**config.mk**
```make
export PLATFORM = sky130hd
export DESIGN_NAME = register_slot_allocator
export DESIGN_NICKNAME = d
export VERILOG_FILES = /design/src/design/rsa_pkg.sv /design/src/design/rsa_pri_enc.sv /design/src/design/rsa_slot_table.sv /design/src/design/register_slot_allocator.sv
export VERILOG_INCLUDE_DIRS = /design/src /design/src/design
export SDC_FILE = /design/constraint.sdc
export NUM_CORES = 1
export LEC_CHECK = 0
export ABC_CLOCK_PERIOD_IN_PS = 3700
export BUFFER_PORTS_ARGS = -buffer_cell sky130_fd_sc_hd__clkbuf_2
export CORE_ASPECT_RATIO = 1.4
export CORE_MARGIN = 2
export CORE_UTILIZATION = 60
export DETAILED_ROUTE_END_ITERATION = 12
export PLACE_DENSITY = 0.85
export SLEW_MARGIN = 25
export SYNTH_ARGS = -nofsm -noshare
export SYNTH_HDL_FRONTEND = slang
export SYNTH_HIERARCHICAL = 1
export SYNTH_SLANG_ARGS = --single-unit
```
**constraint.sdc**
```tcl
create_clock -name i_clk -period 3.7 [get_ports i_clk]
set_input_delay 0 -clock i_clk [delete_from_list [all_inputs] [get_ports i_clk]]
set_output_delay 0 -clock i_clk [all_outputs]
set_load 0.1 [all_outputs]
```
**src/design/assert_macros.svh**
```systemverilog
// Assertion helpers shared by the RTL of the slot allocator.
`ifndef ASSERT_MACROS_SVH
`define ASSERT_MACROS_SVH

// Clocked check, suspended while reset is held.
`define ASSERT_CLK(name, prop, msg) \
    name: assert property (@(posedge i_clk) disable iff (!i_rst_n) (prop)) else $error(msg);

// Clocked check that also runs through reset.
`define ASSERT_ALWAYS(name, prop, msg) \
    name: assert property (@(posedge i_clk) (prop)) else $error(msg);

`endif

```
**src/design/rsa_pkg.sv**
```systemverilog
// ----------------------------------------------------------------------------
// rsa_pkg
// Opcodes, field widths and the table command shared by the slot allocator.
// ----------------------------------------------------------------------------
`default_nettype none

package rsa_pkg;

    localparam int OP_W       = 4;
    localparam int SLOT_W     = 5;   // width of a slot index on the request side
    localparam int TAG_W      = 16;  // width of the node tag ports
    localparam int AVOID_W    = 16;  // slots covered by the avoid mask
    localparam int OUT_SLOT_W = 4;

    typedef enum logic [OP_W-1:0] {
        OP_CLEAR      = 4'd0,
        OP_LOCK       = 4'd1,
        OP_UNLOCK     = 4'd2,
        OP_FIND       = 4'd3,
        OP_SET        = 4'd4,
        OP_GET        = 4'd5,
        OP_MARK_DIRTY = 4'd6,
        OP_MARK_CLEAN = 4'd7,
        OP_QUERY      = 4'd8,
        OP_ALLOC      = 4'd9,
        OP_INVAL_VOL  = 4'd10
    } t_opcode;

    // One cycle's worth of updates to the slot table.
    typedef struct packed {
        logic              clear_all;
        logic              inval_vol;
        logic              set_lock;
        logic              clr_lock;
        logic              write_node;
        logic              set_dirty;
        logic              clr_dirty;
        logic              evict;
        logic              dirty_val;
        logic [SLOT_W-1:0] idx;
        logic [SLOT_W-1:0] evict_idx;
    } t_tbl_cmd;

endpackage

`default_nettype wire

```
**src/design/rsa_pri_enc.sv**
```systemverilog
// ----------------------------------------------------------------------------
// rsa_pri_enc
// Lowest-index priority encoder over a request vector.
// ----------------------------------------------------------------------------
`default_nettype none

module rsa_pri_enc #(
    parameter int N = 16
) (
    input  wire logic [N-1:0]         i_req,
    output      logic                 o_found,
    output      logic [$clog2(N)-1:0] o_idx
);

    localparam int IDX_W = $clog2(N);

    // Scan from the top so the lowest set bit wins.
    always_comb begin
        o_idx = '0;
        for (int i = N - 1; i >= 0; i--) begin
            if (i_req[i]) begin
                o_idx = IDX_W'(i);
            end
        end
    end

    assign o_found = |i_req;

endmodule

`default_nettype wire

```
**src/design/rsa_slot_table.sv**
```systemverilog
// ----------------------------------------------------------------------------
// rsa_slot_table
// Slot state (valid, lock, dirty, node tag) with tag search and read port.
// ----------------------------------------------------------------------------
`default_nettype none

module rsa_slot_table
    import rsa_pkg::*;
#(
    parameter int NUM_SLOTS      = 16,
    parameter int VOLATILE_COUNT = 6,
    parameter int NODE_BITS      = 16
) (
    input  wire logic                 i_clk,
    input  wire logic                 i_rst_n,
    input  wire t_tbl_cmd             i_cmd,
    input  wire logic [NODE_BITS-1:0] i_tag,
    input  wire logic [SLOT_W-1:0]    i_rd_idx,
    output      logic [NUM_SLOTS-1:0] o_valid,
    output      logic [NUM_SLOTS-1:0] o_locked,
    output      logic [NUM_SLOTS-1:0] o_dirty,
    output      logic [NUM_SLOTS-1:0] o_match,
    output      logic [NODE_BITS-1:0] o_rd_node
);

    localparam int IDX_W = $clog2(NUM_SLOTS);

    logic [NUM_SLOTS-1:0] r_valid;
    logic [NUM_SLOTS-1:0] r_locked;
    logic [NUM_SLOTS-1:0] r_dirty;
    logic [NODE_BITS-1:0] r_node [NUM_SLOTS];

    logic [NUM_SLOTS-1:0] sel;
    logic [NUM_SLOTS-1:0] kill;

    always_comb begin
        for (int i = 0; i < NUM_SLOTS; i++) begin
            sel[i]  = (i_cmd.idx == SLOT_W'(i));
            kill[i] = (i_cmd.inval_vol && (i < VOLATILE_COUNT))
                   || (i_cmd.evict && (i_cmd.evict_idx == SLOT_W'(i)));
        end
    end

    always_ff @(posedge i_clk) begin
        if (!i_rst_n || i_cmd.clear_all) begin
            r_valid  <= '0;
            r_locked <= '0;
            r_dirty  <= '0;
        end else begin
            for (int i = 0; i < NUM_SLOTS; i++) begin
                if (i_cmd.set_lock && sel[i]) begin
                    r_locked[i] <= 1'b1;
                end else if (i_cmd.clr_lock && sel[i]) begin
                    r_locked[i] <= 1'b0;
                end
                priority if (kill[i]) begin
                    r_valid[i] <= 1'b0;
                    r_dirty[i] <= 1'b0;
                end else if (i_cmd.write_node && sel[i]) begin
                    r_valid[i] <= 1'b1;
                    r_dirty[i] <= i_cmd.dirty_val;
                end else if (i_cmd.set_dirty && sel[i]) begin
                    r_dirty[i] <= 1'b1;
                end else if (i_cmd.clr_dirty && sel[i]) begin
                    r_dirty[i] <= 1'b0;
                end else begin
                    // hold valid and dirty
                end
            end
        end
    end

    // Tags are only read behind a valid bit, so they need no reset.
    always_ff @(posedge i_clk) begin
        for (int i = 0; i < NUM_SLOTS; i++) begin
            if (i_cmd.write_node && sel[i]) begin
                r_node[i] <= i_tag;
            end
        end
    end

    always_comb begin
        for (int i = 0; i < NUM_SLOTS; i++) begin
            o_match[i] = r_valid[i] && (r_node[i] == i_tag);
        end
    end

    assign o_valid   = r_valid;
    assign o_locked  = r_locked;
    assign o_dirty   = r_dirty;
    assign o_rd_node = r_node[i_rd_idx[IDX_W-1:0]];

endmodule

`default_nettype wire

```
**src/design/register_slot_allocator.sv**
```systemverilog
// ----------------------------------------------------------------------------
// register_slot_allocator
// Slot table with lock, dirty, tag search and priority allocation/eviction.
// ----------------------------------------------------------------------------
// A transaction is taken at every clock edge where start is high and busy is
// low; busy is never raised, so one transaction enters per cycle. Each
// transaction is latched into the request register, executed against the
// slot table in the following cycle (tag compare across all slots and three
// lowest-index priority encoders), and its result is registered and shown on
// the o_ ports for exactly one cycle with o_valid high.
// Results cannot be held off by the receiver and need not be: every
// transaction retires in one pass, and a transaction sees all table updates
// made by the one before it.
// ----------------------------------------------------------------------------
`default_nettype none

module register_slot_allocator
    import rsa_pkg::*;
#(
    parameter int NUM_SLOTS      = 16,
    parameter int VOLATILE_COUNT = 6,
    parameter int NODE_BITS      = 16
) (
    input  wire logic                  i_clk,
    input  wire logic                  i_rst_n,
    input  wire logic                  start,
    output      logic                  busy,
    input  wire logic [OP_W-1:0]       i_opcode,
    input  wire logic [SLOT_W-1:0]     i_slot_index,
    input  wire logic [TAG_W-1:0]      i_node_tag,
    input  wire logic                  i_dirty_in,
    input  wire logic [AVOID_W-1:0]    i_avoid_mask,
    output      logic                  o_valid,
    output      logic                  o_hit,
    output      logic [OUT_SLOT_W-1:0] o_slot_out,
    output      logic [TAG_W-1:0]      o_node_out,
    output      logic                  o_dirty_out
);

`include "assert_macros.svh"

    localparam int IDX_W = $clog2(NUM_SLOTS);

    // ---------------------------------------------------------------- request
    logic                  r_req_valid;
    logic [OP_W-1:0]       r_op;
    logic [SLOT_W-1:0]     r_idx;
    logic [TAG_W-1:0]      r_tag;
    logic                  r_din;
    logic [AVOID_W-1:0]    r_avoid;

    assign busy = 1'b0;

    always_ff @(posedge i_clk) begin
        if (!i_rst_n) begin
            r_req_valid <= 1'b0;
        end else begin
            r_req_valid <= start && !busy;
        end
    end

    // Payload holds no reset; it is qualified by r_req_valid.
    always_ff @(posedge i_clk) begin
        if (start && !busy) begin
            r_op    <= i_opcode;
            r_idx   <= i_slot_index;
            r_tag   <= i_node_tag;
            r_din   <= i_dirty_in;
            r_avoid <= i_avoid_mask;
        end
    end

    // ---------------------------------------------------------------- table
    t_tbl_cmd             cmd;
    logic [NODE_BITS-1:0] tag_st;
    logic [NUM_SLOTS-1:0] valid_vec;
    logic [NUM_SLOTS-1:0] locked_vec;
    logic [NUM_SLOTS-1:0] dirty_vec;
    logic [NUM_SLOTS-1:0] match_vec;
    logic [NODE_BITS-1:0] rd_node;

    // Mask the incoming tag down to NODE_BITS (or widen with zeros).
    always_comb begin
        logic [31:0] tag_ext;
        tag_ext = 32'(r_tag);
        tag_st  = tag_ext[NODE_BITS-1:0];
    end

    rsa_slot_table #(
        .NUM_SLOTS      (NUM_SLOTS),
        .VOLATILE_COUNT (VOLATILE_COUNT),
        .NODE_BITS      (NODE_BITS)
    ) u_table (
        .i_clk     (i_clk),
        .i_rst_n   (i_rst_n),
        .i_cmd     (cmd),
        .i_tag     (tag_st),
        .i_rd_idx  (r_idx),
        .o_valid   (valid_vec),
        .o_locked  (locked_vec),
        .o_dirty   (dirty_vec),
        .o_match   (match_vec),
        .o_rd_node (rd_node)
    );

    // ---------------------------------------------------------------- search
    // Slots 16 and up have no avoid bit; only locks bar them.
    logic [NUM_SLOTS-1:0] barred;
    logic [NUM_SLOTS-1:0] free_vec;

    always_comb begin
        for (int i = 0; i < NUM_SLOTS; i++) begin
            barred[i] = locked_vec[i] || ((i < AVOID_W) && r_avoid[i % AVOID_W]);
        end
        free_vec = ~valid_vec & ~barred;
    end

    logic             find_hit;
    logic [IDX_W-1:0] find_idx;
    logic             free_hit;
    logic [IDX_W-1:0] free_idx;
    logic             avail_hit;
    logic [IDX_W-1:0] avail_idx;

    rsa_pri_enc #(.N(NUM_SLOTS)) u_enc_find (
        .i_req   (match_vec),
        .o_found (find_hit),
        .o_idx   (find_idx)
    );

    rsa_pri_enc #(.N(NUM_SLOTS)) u_enc_free (
        .i_req   (free_vec),
        .o_found (free_hit),
        .o_idx   (free_idx)
    );

    rsa_pri_enc #(.N(NUM_SLOTS)) u_enc_evict (
        .i_req   (~barred),
        .o_found (avail_hit),
        .o_idx   (avail_idx)
    );

    // Free slot first; otherwise evict the lowest unbarred slot.
    logic             alloc_hit;
    logic [IDX_W-1:0] alloc_idx;

    assign alloc_hit = free_hit || avail_hit;
    assign alloc_idx = free_hit ? free_idx : avail_idx;

    // ---------------------------------------------------------------- decode
    logic                  in_range;
    logic                  rd_valid;
    logic                  rd_dirty;
    logic [31:0]           node_ext;
    logic                  n_hit;
    logic [SLOT_W-1:0]     n_slot;
    logic [TAG_W-1:0]      n_node;
    logic                  n_dirty;

    assign in_range = ({1'b0, r_idx} < (SLOT_W + 1)'(NUM_SLOTS));
    assign rd_valid = in_range && valid_vec[r_idx[IDX_W-1:0]];
    assign rd_dirty = in_range && dirty_vec[r_idx[IDX_W-1:0]];

    always_comb begin
        node_ext                = '0;
        node_ext[NODE_BITS-1:0] = rd_node;
    end

    always_comb begin
        cmd           = '0;
        cmd.idx       = r_idx;
        cmd.evict_idx = SLOT_W'(avail_idx);
        cmd.dirty_val = r_din;
        n_hit         = 1'b0;
        n_slot        = '0;
        n_node        = '0;
        n_dirty       = 1'b0;
        if (r_req_valid) begin
            unique case (t_opcode'(r_op))
                OP_CLEAR:      cmd.clear_all  = 1'b1;
                OP_LOCK:       cmd.set_lock   = in_range;
                OP_UNLOCK:     cmd.clr_lock   = in_range;
                OP_FIND: begin
                    n_hit  = find_hit;
                    n_slot = SLOT_W'(find_idx);
                end
                OP_SET:        cmd.write_node = in_range;
                OP_GET: begin
                    n_hit  = rd_valid;
                    n_node = rd_valid ? node_ext[TAG_W-1:0] : '0;
                end
                OP_MARK_DIRTY: cmd.set_dirty  = in_range;
                OP_MARK_CLEAN: cmd.clr_dirty  = in_range;
                OP_QUERY:      n_dirty        = rd_dirty;
                OP_ALLOC: begin
                    cmd.evict = !free_hit && avail_hit;
                    n_hit     = alloc_hit;
                    n_slot    = alloc_hit ? SLOT_W'(alloc_idx) : '0;
                end
                OP_INVAL_VOL:  cmd.inval_vol  = 1'b1;
                default: begin
                    // Unused opcodes: no state change, all-zero result.
                end
            endcase
        end
    end

    // ---------------------------------------------------------------- result
    logic                  r_valid;
    logic                  r_hit;
    logic [OUT_SLOT_W-1:0] r_slot;
    logic [TAG_W-1:0]      r_node;
    logic                  r_dirty;

    always_ff @(posedge i_clk) begin
        if (!i_rst_n) begin
            r_valid <= 1'b0;
        end else begin
            r_valid <= r_req_valid;
        end
    end

    always_ff @(posedge i_clk) begin
        r_hit   <= n_hit;
        r_slot  <= n_slot[OUT_SLOT_W-1:0];
        r_node  <= n_node;
        r_dirty <= n_dirty;
    end

    assign o_valid     = r_valid;
    assign o_hit       = r_hit;
    assign o_slot_out  = r_slot;
    assign o_node_out  = r_node;
    assign o_dirty_out = r_dirty;

    // ---------------------------------------------------------------- checks
    `ASSERT_ALWAYS(a_no_result_after_reset, !i_rst_n |=> !o_valid, "result strobe after reset")
    `ASSERT_CLK(a_result_follows, (start && !busy) |-> ##2 o_valid, "accepted transaction lost")
    `ASSERT_CLK(a_alloc_not_locked, (r_req_valid && (r_op == OP_ALLOC) && alloc_hit) |-> !locked_vec[alloc_idx], "allocation picked a locked slot")
    `ASSERT_CLK(a_clear_empties, (r_req_valid && (r_op == OP_CLEAR)) |=> ((valid_vec == '0) && (locked_vec == '0) && (dirty_vec == '0)), "clear left slot state behind")

endmodule

`default_nettype wire

```
Word level (Yosys, flattened, before mapping) --
Memories as Yosys holds them, arrays and structs flattened. A register that Yosys moved wholly into a read port is not among the register bits. Index checks and enable logic that the tools add are counted.
Cells by class: order comparisons 2, equality and inequality tests 56, multiplexer cells 222, bitwise logic cells 3, reduce and logical (&&, ||, !) cells 213
Operator list (count):
- OR reduction 16 bit | 18
- 2-to-1 mux 4 bit | 65
- equality test 16 bit | 16
- 2-to-1 mux 16 bit | 15
- 2-to-1 mux 1 bit | 137
- logical AND 1 bit | 115
- nonzero test 3 bit | 16
- equality test 4 bit, second input constant | 11
- equality test 5 x 4 -> 1 bit, second input constant | 8
- equality test 4 x 3 -> 1 bit, second input constant | 8
- inverter 16 bit | 2
- nonzero test 2 bit | 16
- OR reduction 2 bit | 16
- logical OR 1 bit | 24
- equality test 5 x 3 -> 1 bit, second input constant | 4
- bitwise AND 16 bit | 1
- equality test 4 x 2 -> 1 bit, second input constant | 4
- equality test 5 x 2 -> 1 bit, second input constant | 2
- zero test 5 bit | 2
- binary-select mux 1 bit (select 4 bit) | 2
- equality test 4 x 1 -> 1 bit, second input constant | 2
- 2-to-1 mux 8 bit | 1
- one-hot mux 4 bit (2 select lines) | 1
- equality test 5 x 1 -> 1 bit, second input constant | 1
- other kinds (7) | 9
Word-level totals: register bits after elaboration 98, RAM bits 256, input bits 45, output and inout bits 24, memories 1
Memory list:
- u_table.r_node | depth 16, bits a word 16, read ports 17, clocked after Yosys merged registers in 1, write ports 1, line rsa_slot_table.sv:31 | logic [NODE_BITS-1:0] r_node [NUM_SLOTS];

Logic depth before layout (Yosys ltp) --
depth in word-level cells 27, gate-level depth with buffers 12, mapped depth without buffers 10

Cells and area by module --
The synthesis kept the hierarchy.
By module, submodules not included:
- rsa_slot_table | times used 1, cells an instance 1048, area each 14913.1 sq um
- register_slot_allocator | times used 1, cells an instance 218, area each 2798.9 sq um
- rsa_pri_enc | times used 3, cells an instance 34, area each 176.4 sq um

Least setup slack after synthesis --
Ideal clock, no wire load.
path kind register to register, from reg r_idx[4], to mem u_table.r_node[4][0], enable pin, library setup time 0.390 ns, data arrival time 2.222 ns, data required time 3.310 ns, path slack 1.088 ns, stages on the path, launching flop included 7, path buffers 0, cell sequence edfxtp_1 nor2_1 nand2_1 nor3_1 nor2b_1 nand3b_1 nor2_1
RTL lines:
- start, declared | line register_slot_allocator.sv:47 | logic [SLOT_W-1:0] r_idx;
- start signal, assigned | line register_slot_allocator.sv:66 | r_idx <= i_slot_index;
- end, declared | line rsa_slot_table.sv:31

Final worst setup path --
from reg r_tag[6], to reg r_slot[1] (netlist: o_slot_out[1])
RTL lines:
- start, declared | line register_slot_allocator.sv:48 | logic [TAG_W-1:0] r_tag;
- start signal, assigned | line register_slot_allocator.sv:67 | r_tag <= i_node_tag;
- equality test 16 bit | line rsa_slot_table.sv:84 | o_match[i] = r_valid[i] && (r_node[i] == i_tag);
- logical AND 1 bit | line rsa_slot_table.sv:84
- named net match_vec[14] | line register_slot_allocator.sv:79 | logic [NUM_SLOTS-1:0] match_vec;
- 2-to-1 mux 4 bit (15 in series) | line rsa_pri_enc.sv:21 | if (i_req[i]) begin
- named net find_idx[1] | line register_slot_allocator.sv:119 | logic [IDX_W-1:0] find_idx;
- one-hot mux 4 bit (2 select lines) | line register_slot_allocator.sv:179 | unique case (t_opcode'(r_op))
- end signal, assigned | line register_slot_allocator.sv:225 | r_slot <= n_slot[OUT_SLOT_W-1:0];
- end, declared | line register_slot_allocator.sv:211 | logic [OUT_SLOT_W-1:0] r_slot;
The timed path passes the listed nets, and every way through them passes these cells. A chain may end at the register's enable or synchronous reset.

==> results.toml <==
[run_status]
status = "completed"

[synth]
async_reset_ff_frac = 0
ys_top_cells_by_count = "edfxtp_1 (298), xnor2_1 (192), nor2_1 (86)"
synth.most_common_cell = "edfxtp_1"
synth_warnings = 6
yosysTopAreaCellShare = 0.491
synth-edff-count = 298
avgSynthCellArea_um2 = 13.3
yosys.area.top_type = "edfxtp_1"
ys_ff_latch = 370
yosys.cell_types.count = 51
synth_area_um2 = 18200
syn_inst = 1368
yosys-top-cells-area = "edfxtp_1 (49%), xnor2_1 (9.2%), dfxtp_1 (7.9%), mux4_2 (6.9%), xor2_1 (3.1%)"
ys_seq_area_frac = 0.570
synth_flop_cell = "edfxtp_1"

[setup_path]
rrSetupSlack_ps = 500
cp_slowest_cell = "edfxtp_1"
crit_fanout = 18
r2r-start = "r_tag[6]"
r2r_cells = 10
r2r_end = "o_slot_out[1]"
critPathLaunchType = "register"
cp_common_cell = "nor2_1"
critical-path-max-stage-delay_ps = 830
crit_required_ps = 4170
cp_cell_sequence = "buf_4, xnor2_1, nand4_1, nor4_1, nor2_1, o31ai_1, nand2_1, a31oi_1, a22oi_1, nor2_1"
crit_type = "reg2reg"
arrival_ps = 3670
cp-end-kind = "register"

[timing]
fin_crit_ps = 3200
maxSlewHeadroom = 0.307
setup_slack_ps = 504
finalSetupTns_ps = 0
tightest_slew_ps = 1040
post-route-period-util = 0.864
rsz0062_at_grt = "false"
finalSetupViolations = 0
fmax_mhz = 313
finClkSkew_ps = 24.0
hold_viol = 0
maxSlewViolCount = 0

[floorplan]
fp.dieArea_um2 = 31800
std_cell_rows = 75
pin_count = 69
die_h_um = 210
start_util = 0.609
die_w_um = 151
core_um2 = 29900

[layout]
fin_util = 0.693
final_layout_size_suffix_gt1_frac = 0.182
final_area_um2 = 20700
multiInputGateArea_um2 = 7250
final-seq-area_um2 = 10400
fill_cells = 1992
nets = 1539
area_growth_pct = 13.7

[grt]
antenna_found_initial = 1
grt_max_degree = 33
first_global_vias = 12506
grt_pass1_wl_um = 75700
track_usage = 0.325
grt_overflow = 0

[clock_network]
cts_tree = "yes"
htree_levels = 2
clk_path_buf_depth = 3
cts_resized = 0
cts_made_buffers = 36
ctsHoldBuffers = 43
cts_root_buf = "clkbuf_16"
clkTransAtPathRegs_ps = 60
clk_latency_ps = 540
clock-sinks = 370
cts_setup_buffers = 0

[power_and_ir_drop]
p_per_area_nw_per_um2 = 454
total_power_w = 0.00942
power_leakage_nw = 6.80
irDropWorstVdd_mv = 0.384

[job]
drv_cap = 0

[routing]
totalWireLength_um = 51300
drc = 0
ant_nets = 0
drt-wirelength-per-cell_um = 26.9
firstDrtPassIters = 8
vias_per_cell = 6.76
vias = 12886
drt_iter0_markers = 1828

[placed_design]
place.gp.congestion = 1.03
placed_cell_area_um2 = 19100
place_ws_ps = 652
numPortBuffers = 67
dpl.hpwl_um = 36200

[hold_path]
hold_path.startpoint = "i_avoid_mask[13]"
hold_depth = 2
holdPathEnd = "r_avoid[13]"
hp-class = "in2reg"
layout make-up:
type / count / share of cell area
Timing Repair Buffer: 180 / 0.0641
Tap cell: 385 / 0.0232
Inverter: 28 / 0.00507
Sequential cell: 370 / 0.501
Antenna cell: 1 / 0.000121
Multi-Input combinational cell: 878 / 0.349
Clock buffer: 45 / 0.0480
Clock inverter: 19 / 0.00935
cells by family after synthesis:
logic type / after synthesis / share of synthesized area
XOR/XNOR: 256 / 0.123
AND/OR/NAND/NOR: 367 / 0.106
multiplexers: 77 / 0.0914
other: 1 / 0.000206
flip-flops: 370 / 0.570
AO/OA/AOI/OAI: 176 / 0.0754
buffers and inverters: 121 / 0.0343
metrics by stage:
| stage | hold WS, ps | std cells |
|---|---|---|
| floorplan | 98.9 | 1369 |
| global placement | 177 | 1798 |
| detailed placement | 179 | 1798 |
| CTS | 165 | 1905 |
| global route | 177 | 1905 |
| finish | 184 | 1906 |
registers in the layout, summed over array words and instances, names as in the netlist:
register          flops
u_table/o_locked     16
r_op                  4
o_slot_out            4
r_din                 1
o_dirty_out           1
o_hit                 1
u_table/o_valid      16
u_table/o_dirty      16
r_idx                 5
o_node_out           16
r_avoid              16
r_tag                16
u_table/r_node      256
o_valid               1
r_req_valid           1
per-layer routing:
metal | global-route usage | vias to the layer above | wire (um)
met4 | 0.225 | 0 | 4380
li1 | - | 5430 | -
met2 | 0.517 | 910 | 24800
met3 | 0.0543 | 230 | 4590
met5 | 0 | - | 0
met1 | 0.404 | 6316 | 17600
critical path, delay by kind of cell, from the launching register on:
family | cells | cell delay (ps)
simple gates | 5 | 1190
flops | 1 | 830
compound gates | 3 | 600
buf+inv | 1 | 360
xor+xnor | 1 | 150
report_power, final:
part / total (W) / leakage (nW) / internal, W / switching [W]
Sequential: 0.00465 / 3.29 / 0.00456 / 0.0000940
Clock: 0.00374 / 0.585 / 0.00219 / 0.00156
Combinational: 0.00103 / 2.92 / 0.000398 / 0.000628
worst max path at each step:
stage / startpoint / to / slack, ps / cells after the start
final: r_tag[6] / o_slot_out[1] / 500 / 10
after global routing: r_tag[6] / o_slot_out[1] / 290 / 10
after CTS: r_tag[6] / o_slot_out[1] / 620 / 10
after detailed placement: r_tag[6] / o_slot_out[1] / 650 / 10
after global placement: u_table/r_node[12][13] / o_slot_out[2] / 760 / 10
after floorplan: r_idx[4] / u_table/r_node[4][0] / 1090 / 6
layout by cell type (no fill, tap or decap), types with 5 or more instances in the layout:
cell type / netlist / final
o21a_1: 17 / 17
mux4_2: 56 / 56
clkinv_2: 0 / 5
nor3_1: 26 / 26
mux4_1: 12 / 12
dfxtp_1: 72 / 72
nor4_1: 36 / 34
o2bb2ai_1: 16 / 16
a22oi_1: 36 / 36
xor2_1: 64 / 64
nor4_2: 4 / 6
a211oi_1: 9 / 9
a21oi_1: 23 / 23
edfxtp_1: 298 / 298
xnor2_1: 192 / 192
o311a_1: 19 / 19
clkbuf_2: 4 / 67
a211oi_2: 11 / 11
dlygate4sd3_1: 0 / 43
nand3_1: 41 / 41
a31oi_1: 10 / 10
clkbuf_16: 0 / 37
buf_4: 10 / 67
mux2i_1: 9 / 9
nand2_1: 74 / 74
o21ai_0: 9 / 9
nor2_1: 86 / 84
inv_1: 28 / 28
a32oi_1: 17 / 17
nand4_1: 49 / 49
nor2b_1: 12 / 12
nor2_2: 3 / 5
clkinv_1: 0 / 7
nand2b_1: 10 / 10
Power figures use the tool's default switching activity.
